$ cat config.mk
export PLATFORM = sky130hd
export DESIGN_NAME = button_press_classifier
export DESIGN_NICKNAME = d
export VERILOG_FILES = /design/src/rtl/bpc_pkg.sv /design/src/rtl/button_press_classifier.sv /design/src/rtl/bpc_csr.sv /design/src/rtl/bpc_track.sv
export SDC_FILE = /design/constraint.sdc
export NUM_CORES = 1
export LEC_CHECK = 0
export BUFFER_PORTS_ARGS = -buffer_cell sky130_fd_sc_hd__buf_2
export CAP_MARGIN = 30
export CORE_ASPECT_RATIO = 0.9
export CORE_UTILIZATION = 40
export DETAILED_ROUTE_END_ITERATION = 10
export MAX_ROUTING_LAYER = met4
export SLEW_MARGIN = 0
export SYNTH_ARGS = -nofsm -noshare
export SYNTH_HDL_FRONTEND = slang
export SYNTH_SLANG_ARGS = --single-unit
$ cat constraint.sdc
create_clock -name clock -period 3.8 [get_ports clock]
set_input_delay 0.38 -clock clock [delete_from_list [all_inputs] [get_ports clock]]
set_output_delay 0.38 -clock clock [all_outputs]
set_load 0.02 [all_outputs]
$ cat src/rtl/bpc_pkg.sv
// Shared types and constants for the button press classifier.
// No dependencies; imported by every other file of the block.
`default_nettype none

package bpc_pkg;

   localparam int SAMPLE_W = 10;
   localparam int THRESH_W = 16;
   localparam int CSR_IDX_W = 2;
   localparam int CSR_DATA_W = 16;

   // reset values of the configuration registers
   localparam logic [SAMPLE_W-1:0] SAMPLE_PERIOD_RST = SAMPLE_W'(50);
   localparam logic [THRESH_W-1:0] LONG_PRESS_RST = THRESH_W'(1000);
   localparam logic [THRESH_W-1:0] MULTI_WINDOW_RST = THRESH_W'(500);

   localparam logic [1:0] TRIPLE_COUNT = 2'd3;

   typedef enum logic [CSR_IDX_W-1:0] {
      CSR_SAMPLE_PERIOD = 2'd0,
      CSR_LONG_PRESS = 2'd1,
      CSR_MULTI_WINDOW = 2'd2
   } csr_index_type;

   typedef enum logic [1:0] {
      EV_NONE = 2'd0,
      EV_SINGLE = 2'd1,
      EV_LONG = 2'd2,
      EV_TRIPLE = 2'd3
   } event_type;

   typedef struct packed {
      logic [SAMPLE_W-1:0] sample_period;
      logic [THRESH_W-1:0] long_press_ticks;
      logic [THRESH_W-1:0] multi_press_window;
   } cfg_type;

endpackage

`default_nettype wire

$ cat src/rtl/button_press_classifier.sv
// Button press classifier: each req beat is one millisecond tick carrying the raw
// active-low button level; each tick yields exactly one rsp beat with the event
// code (none, single, long, triple) and the debounced pressed flag. One beat is
// taken per clock while rsp is not stalled: an input register feeds a single stage
// of counter updates and compares that loads the result register, so the
// sustained rate is one tick per clock while rsp is not stalled.
// Depends on bpc_pkg, bpc_csr and bpc_track.
`default_nettype none

module button_press_classifier import bpc_pkg::*; #(
   parameter int TIMER_WIDTH = 16
) (
   input  wire logic                  clock,
   input  wire logic                  reset,
   input  wire logic                  csr_write_enable,
   input  wire logic [CSR_IDX_W-1:0]  csr_index,
   input  wire logic [CSR_DATA_W-1:0] csr_write_data,
   input  wire logic                  req_valid,
   output logic                       req_stall,
   input  wire logic                  req_pin_level,
   output logic                       rsp_valid,
   input  wire logic                  rsp_stall,
   output logic [1:0]                 rsp_event_code,
   output logic                       rsp_pressed
);

   cfg_type   cfg;
   event_type ev;
   logic      pressed;

   logic      in_vld_ff, in_vld_in;
   logic      pin_ff;
   logic      rsp_vld_ff, rsp_vld_in;
   logic [1:0] event_ff;
   logic      pressed_ff;
   logic      out_ready;
   logic      step;
   logic      req_beat;

   assign out_ready = !rsp_vld_ff || !rsp_stall;
   assign step = in_vld_ff && out_ready;
   assign req_stall = in_vld_ff && !out_ready;
   assign req_beat = req_valid && !req_stall;

   bpc_csr u_csr (
      .clock            (clock),
      .reset            (reset),
      .csr_write_enable (csr_write_enable),
      .csr_index        (csr_index),
      .csr_write_data   (csr_write_data),
      .cfg              (cfg)
   );

   bpc_track #(
      .TIMER_WIDTH (TIMER_WIDTH)
   ) u_track (
      .clock      (clock),
      .reset      (reset),
      .cfg        (cfg),
      .step       (step),
      .pin_level  (pin_ff),
      .event_code (ev),
      .pressed    (pressed)
   );

   always_comb begin
      in_vld_in = in_vld_ff;
      if (req_beat) begin
         in_vld_in = 1'b1;
      end else if (step) begin
         in_vld_in = 1'b0;
      end
      rsp_vld_in = rsp_vld_ff;
      if (step) begin
         rsp_vld_in = 1'b1;
      end else if (!rsp_stall) begin
         rsp_vld_in = 1'b0;
      end
   end

   always_ff @(posedge clock) begin
      if (reset) begin
         in_vld_ff <= 1'b0;
         rsp_vld_ff <= 1'b0;
      end else begin
         in_vld_ff <= in_vld_in;
         rsp_vld_ff <= rsp_vld_in;
      end
   end

   always_ff @(posedge clock) begin
      if (req_beat) begin
         pin_ff <= req_pin_level;
      end
      if (step) begin
         event_ff <= ev;
         pressed_ff <= pressed;
      end
   end

   assign rsp_valid = rsp_vld_ff;
   assign rsp_event_code = event_ff;
   assign rsp_pressed = pressed_ff;

   a_step_loads_result: assert property (@(posedge clock) disable iff (reset)
      step |=> rsp_vld_ff)
      else $error("processed tick did not reach the result register");

   a_stalled_rsp_holds: assert property (@(posedge clock) disable iff (reset)
      rsp_vld_ff && rsp_stall |=> rsp_vld_ff && $stable(event_ff) && $stable(pressed_ff))
      else $error("stalled rsp beat changed");

   a_stall_needs_pending: assert property (@(posedge clock) disable iff (reset)
      req_stall |-> in_vld_ff)
      else $error("req stalled with nothing pending");

endmodule

`default_nettype wire

$ cat src/rtl/bpc_csr.sv
// Configuration register bank of the button press classifier.
// Depends on bpc_pkg for the register layout and index codes.
`default_nettype none

module bpc_csr import bpc_pkg::*; (
   input  wire logic                  clock,
   input  wire logic                  reset,
   input  wire logic                  csr_write_enable,
   input  wire logic [CSR_IDX_W-1:0]  csr_index,
   input  wire logic [CSR_DATA_W-1:0] csr_write_data,
   output cfg_type                    cfg
);

   cfg_type cfg_ff, cfg_in;

   always_comb begin
      cfg_in = cfg_ff;
      if (csr_write_enable) begin
         case (csr_index)
            CSR_SAMPLE_PERIOD: cfg_in.sample_period = csr_write_data[SAMPLE_W-1:0];
            CSR_LONG_PRESS:    cfg_in.long_press_ticks = csr_write_data[THRESH_W-1:0];
            CSR_MULTI_WINDOW:  cfg_in.multi_press_window = csr_write_data[THRESH_W-1:0];
            default:           cfg_in = cfg_ff;
         endcase
      end
   end

   always_ff @(posedge clock) begin
      if (reset) begin
         cfg_ff.sample_period <= SAMPLE_PERIOD_RST;
         cfg_ff.long_press_ticks <= LONG_PRESS_RST;
         cfg_ff.multi_press_window <= MULTI_WINDOW_RST;
      end else begin
         cfg_ff <= cfg_in;
      end
   end

   assign cfg = cfg_ff;

endmodule

`default_nettype wire

$ cat src/rtl/bpc_track.sv
// Debounce sampler, press/release timers and press classification.
// Depends on bpc_pkg; state advances one tick per step strobe.
`default_nettype none

module bpc_track import bpc_pkg::*; #(
   parameter int TIMER_WIDTH = 16
) (
   input  wire logic clock,
   input  wire logic reset,
   input  cfg_type   cfg,
   input  wire logic step,
   input  wire logic pin_level,
   output event_type event_code,
   output logic      pressed
);

   localparam int CMP_W = (TIMER_WIDTH > THRESH_W) ? TIMER_WIDTH : THRESH_W;

   // sample timer stays below sample_period (max 1023) after every tick, or at zero
   // for a zero period, so its increment never wraps
   logic [SAMPLE_W-1:0]    sample_timer_ff, sample_timer_in;
   logic                   sampled_level_ff, sampled_level_in;
   logic [TIMER_WIDTH-1:0] press_timer_ff, press_timer_in;
   logic [TIMER_WIDTH-1:0] release_timer_ff, release_timer_in;
   logic [1:0]             press_count_ff, press_count_in;

   logic [SAMPLE_W-1:0]    sample_inc;
   logic [1:0]             count_inc;
   event_type              ev;

   always_comb begin
      sample_inc = sample_timer_ff + 1'b1;
      press_timer_in = (press_timer_ff == '1) ? press_timer_ff : press_timer_ff + 1'b1;
      release_timer_in = (release_timer_ff == '1) ? release_timer_ff
                                                  : release_timer_ff + 1'b1;
      sample_timer_in = sample_inc;
      sampled_level_in = sampled_level_ff;
      press_count_in = press_count_ff;
      count_inc = press_count_ff + 1'b1;
      ev = EV_NONE;

      if (sample_inc >= cfg.sample_period) begin
         sampled_level_in = pin_level;
         sample_timer_in = '0;
      end

      if (!sampled_level_in && sampled_level_ff) begin
         press_timer_in = '0;
      end else if (sampled_level_in && !sampled_level_ff) begin
         if (CMP_W'(press_timer_in) >= CMP_W'(cfg.long_press_ticks)) begin
            ev = EV_LONG;
            press_count_in = '0;
         end else if (CMP_W'(release_timer_in) < CMP_W'(cfg.multi_press_window)) begin
            press_count_in = count_inc;
            if (count_inc == TRIPLE_COUNT) begin
               ev = EV_TRIPLE;
               press_count_in = '0;
            end
         end else begin
            press_count_in = 2'd1;
         end
         release_timer_in = '0;
      end

      // lone press times out once the window has passed
      if (ev == EV_NONE && press_count_in == 2'd1 &&
          CMP_W'(release_timer_in) >= CMP_W'(cfg.multi_press_window)) begin
         ev = EV_SINGLE;
         press_count_in = '0;
      end
   end

   always_ff @(posedge clock) begin
      if (reset) begin
         sample_timer_ff <= '0;
         sampled_level_ff <= 1'b1;
         press_timer_ff <= '0;
         release_timer_ff <= '0;
         press_count_ff <= '0;
      end else if (step) begin
         sample_timer_ff <= sample_timer_in;
         sampled_level_ff <= sampled_level_in;
         press_timer_ff <= press_timer_in;
         release_timer_ff <= release_timer_in;
         press_count_ff <= press_count_in;
      end
   end

   assign event_code = ev;
   assign pressed = !sampled_level_in;

   a_count_below_triple: assert property (@(posedge clock) disable iff (reset)
      press_count_ff != TRIPLE_COUNT)
      else $error("press count held the triple value");

   a_event_clears_count: assert property (@(posedge clock) disable iff (reset)
      step && ev != EV_NONE |=> press_count_ff == 2'd0)
      else $error("press count not cleared after an event");

   a_release_event_needs_press: assert property (@(posedge clock) disable iff (reset)
      step && (ev == EV_LONG || ev == EV_TRIPLE) |-> !sampled_level_ff)
      else $error("long or triple press without a prior pressed level");

endmodule

`default_nettype wire
==> results.md <==
Setup path:
- The slack of the worst reg-to-reg path is -0.09 ns.
- The cell depth of the worst setup path is 20.
- The highest cell delay on the worst timing path is 0.36 ns.
- The arrival time reported for the critical path endpoint is 3.98 ns.
- The worst setup path is captured at a flip-flop.
- Counting both buffers and inverters, the worst setup path holds a total of 2.
- Traced cell by cell, the critical path runs through ha_4, and3_4, and3_4, xor2_1, ha_1, o211ai_1, a31o_2, buf_4, buf_4, a21oi_4, nand3_4, and2_1, ha_1, a21o_1, nand3_1, a21oi_2, a211oi_4, o211ai_1, a22oi_1, o21ai_1.
- The source of the worst register-to-register timing path is u_track.sample_timer_ff[1]$_SDFFE_PP0P_.
- Tracing the worst setup path back leads to its startpoint at u_track.sample_timer_ff[1]$_SDFFE_PP0P_.
- The worst setup path category is reg -> reg.
- The nature of the critical path startpoint is a flip-flop.
- For the worst setup path, the data required time is 3.89 ns.
- Along the worst path, the maximum fanout reaches 4.
- The family with the most delay on the worst path is compound AO/OA/AOI/OAI gates.
- Among all stages on the critical path, the largest delay is contributed by sky130_fd_sc_hd__dfxtp_4.
- The reg-to-reg endpoint is rsp_event_code[0]$_SDFFCE_PP1P_.
- The worst-case reg-to-reg path depth is 20.
- The worst setup path endpoint is rsp_event_code[0]$_SDFFCE_PP1P_.

STA:
- In the final timing run, aggregate negative setup slack is -0.0979 ns.
- The clock skew is 0.0106 ns.
- In this run the tightest slew margin relative to its limit is 31.2%.
- Based on the critical path, the design can be clocked at up to 257 MHz.
- Across all setup checks in the final design, the least slack found is -0.0856 ns.
- The routed design could run at a clock period as short as 3.89 ns.
- In the finished design, the share of the clock period the worst path needs comes to 102%.
- The final number of hold-violating endpoints was 0.
- The slew at the pin with the worst max-slew slack is 1.03 ns.
- Setup repair after global routing could not meet its margin everywhere.
- The number of pins with negative max-slew slack in the final report is 0.
- Final hold analysis gives a worst-case slack of 0.199 ns.
- Setup violations remaining at the end of the flow were counted as 2.

Synth:
- During synthesis, Yosys emitted a total of 0 warnings.
- Counting flops with a built-in enable in the synthesized netlist gives 4.
- The post-synth net total is 827.
- Dividing the synthesized area by the synthesized cell count gives 7.96 sq um.
- The cell type contributing the most total cell area after synthesis is sky130_fd_sc_hd__dfxtp_1.
- Synthesis inferred 93 register bits.
- The sequential-to-total area share from yosys stat is 32.2%.
- By area the synthesized netlist is led by sky130_fd_sc_hd__dfxtp_1 30%, sky130_fd_sc_hd__ha_1 13%, sky130_fd_sc_hd__nand2_1 7.3%.
- In the synthesized netlist, the number of instances is 743.
- The most used flip-flop cell after synthesis is sky130_fd_sc_hd__dfxtp_1.
- The async set-or-reset flop fraction in the synthesized netlist is 0%.
- The area share of the largest cell type after synthesis is 30.1%.
- In this run the cell area of the synthesized design comes to 5910 sq um.
- Counting distinct cell types in the post-synthesis netlist gives 60.

Route:
- The count of unresolved DRC violations after routing is 0.
- The total wire length after detailed routing is 16.1 mm.
- The first TritonRoute pass finished after 5 iterations.
- The number of antenna-violating nets in the routed design is 0.
- The vias per cell is 5.45.
- The initial detailed-routing violation count is 403.
- The total via count after detailed routing is 5501.
- The detail-routed net length per standard cell is 16.0 microns.

Cells and area:
- After the last flow step, the layout net total stands at 896.
- The leading cell type in the layout, fill and taps excluded is sky130_fd_sc_hd__nand2_1.
- The fraction of final layout cells with drive strength greater than 1 is 18.7%.
- The number of inserted diodes is 0.
- Leaving out fill and tap cells, the most frequent cells in the layout are 115 x sky130_fd_sc_hd__nand2_1, 85 x sky130_fd_sc_hd__dfxtp_1, 76 x sky130_fd_sc_hd__a21oi_1.
- The post-synthesis to final-layout area growth is 21.4%.
- The count of placed standard cells in the final layout, fillers left out is 1010.

GRT:
- For this run the aggregate overflow at the end of global routing stands at 0.
- The initial antenna violation count is 0.
- The first global-routing pass estimated 25.9 mm of wire.
- Entering global routing, the biggest net connects 51 pins.
- The via count of the first global-routing pass is 5349.
- The combined global-route utilization of all metal layers is 22.5%.

Status:
- The final reports fail on negative setup slack.
- The run finished, with violations left.

Floorplan:
- The chip width is 130 microns.
- In this run the vertical extent of the chip is 117 microns.
- For this configuration, the core starts out at a cell density of 41.6%.
- The area inside the core boundary is 14200 sq um.
- The number of cell rows is 41.
- The die covers 15300 sq um.
- For this design the top-level I/O count stands at 29.

Clocking:
- The clock buffer count from CTS is 9.
- CTS saw 93 sinks.
- Clock-pin slew was measured on the worst setup and hold paths at 0.07 ns.
- The longest clock path from root to sink contains 2 buffers.
- The H-tree was split into 3 levels.
- The hold buffer count at CTS is 0.
- The clock latency on the worst-skew pair is 0.35 ns.
- TritonCTS built the clock tree.
- The root buffer cell is sky130_fd_sc_hd__clkbuf_16.

Power and ir drop:
- Summed over all cells, the static leakage comes to 0.00305 uW.
- The cell area power density is 301 nW/um^2.
- The worst-case IR drop observed on VDD is 275 uV.
- Total power for the finished layout comes to 2160 uW.

Placed design:
- The number of buffers added on ports is 28.
- The routability congestion estimate is 0.904.
- The sum of net half-perimeters after detailed placement is 12.0 mm.
- The number of placed instances, taps included, is 985.
- The pre-CTS setup slack is -0.0452 ns.

Worst hold path:
- The type of the most critical hold path is in -> reg.

Flow run:
- The tool flagged a number of max-cap violations equal to 0.
worst register-to-register path, delay by kind of cell, from the launching register on:
family	cells	cell delay (ns)
adder cells (fa/ha/maj)	3	0.72
XOR/XNOR	1	0.14
flip-flops	1	0.36
buffers and inverters	2	0.28
AND/OR/NAND/NOR	5	0.70
AO/OA/AOI/OAI	9	1.42
metal layers:
layer,global-route usage [%],share of wire [%],wire length (microns)
met4,5.89,1.4,227
met3,5.79,5.0,806
met1,28.3,47,7500
met2,35.6,47,7590
met5,-,0,0
logic make-up (layout without fill, tap and decap cells):
logic type	Yosys count	after routing	share of synthesized area [%]
adders and majority gates	60	60	12.7
xor gates and xnor gates	31	31	4.59
AOI/OAI and AO/OA	175	175	19.1
and+or+nand+nor	302	302	25.6
muxes	4	4	0.698
buffers and inverters	78	152	5.12
DFF	93	93	32.2
sequential cells by signal (all words and copies together) (netlist names):
register	flops
in_vld_ff	1
pin_ff	1
rsp_event_code	2
rsp_pressed	1
rsp_valid	1
u_csr.cfg	42
u_track.press_count_ff	2
u_track.press_timer_ff	16
u_track.release_timer_ff	16
u_track.sample_timer_ff	10
u_track.sampled_level_ff	1
what timing repair did:
| action | CTS | global route |
|---|---|---|
| endpoints found under the setup margin | 3 | 3 |
| pin swaps | 15 | 10 |
| resized for setup | 24 | 22 |
| cloned | 0 | 0 |
| setup buffers | 6 | 4 |
layout make-up:
type / instances / area (sq um)
repair buffers: 89 / 627
clock buffers: 11 / 243
flip-flops and latches: 93 / 1910
well taps: 193 / 241
clock inverters: 5 / 63.8
inverters: 47 / 176
fillers: 1389 / 7030
multi-input cells: 572 / 3920
worst min-delay path by stage:
stage | startpoint | end | slack (ns) | cells past startpoint
floorplan | u_csr.cfg[10]$_SDFFE_PP0P_ | u_csr.cfg[10]$_SDFFE_PP0P_ | 0.44 | 2
global placement | u_csr.cfg[28]$_SDFFE_PP0P_ | u_csr.cfg[28]$_SDFFE_PP0P_ | 0.44 | 2
detailed placement | u_csr.cfg[13]$_SDFFE_PP0P_ | u_csr.cfg[13]$_SDFFE_PP0P_ | 0.45 | 2
CTS | req_pin_level | pin_ff$_DFFE_PP_ | 0.19 | 1
global route | req_pin_level | pin_ff$_DFFE_PP_ | 0.18 | 1
finish | req_pin_level | pin_ff$_DFFE_PP_ | 0.20 | 1
Yosys cell counts, drive strengths merged, types with 2 or more instances:
cell,count
nand2,115
dfxtp,89
a21oi,79
ha,60
nor2,54
inv,47
nand3,25
clkbuf,24
o21ai,24
nor3,21
a211o,20
xor2,18
nor2b,15
nand3b,14
nand4,14
nor4,13
xnor2,13
o21a,10
a31oi,8
and3,7
buf,7
a22oi,6
a21o,5
nor3b,5
a211oi,4
edfxtp,4
nand2b,4
o211ai,4
mux2i,3
o2111ai,3
or4,3
a2111oi,2
a221oi,2
and2,2
and3b,2
or2,2
or3,2
or3b,2
power breakdown:
| part | total (uW) | switching [uW] | internal, uW |
|---|---|---|---|
| sequential | 1020 | 15.1 | 1010 |
| combinational | 196 | 128 | 68.3 |
| clock | 944 | 408 | 536 |
| total | 2160 | 551 | 1610 |
metrics by stage:
stage / instance area (sq um) / util (%)
2_1_floorplan: 5950 / -
3_3_place_gp: 6600 / 46.5
3_5_place_dp: 6600 / 46.5
4_1_cts: 7050 / 49.6
5_1_grt: 7180 / 50.5
6_report: 7180 / 50.5
Note: power is estimated with default switching activity, not from simulation.
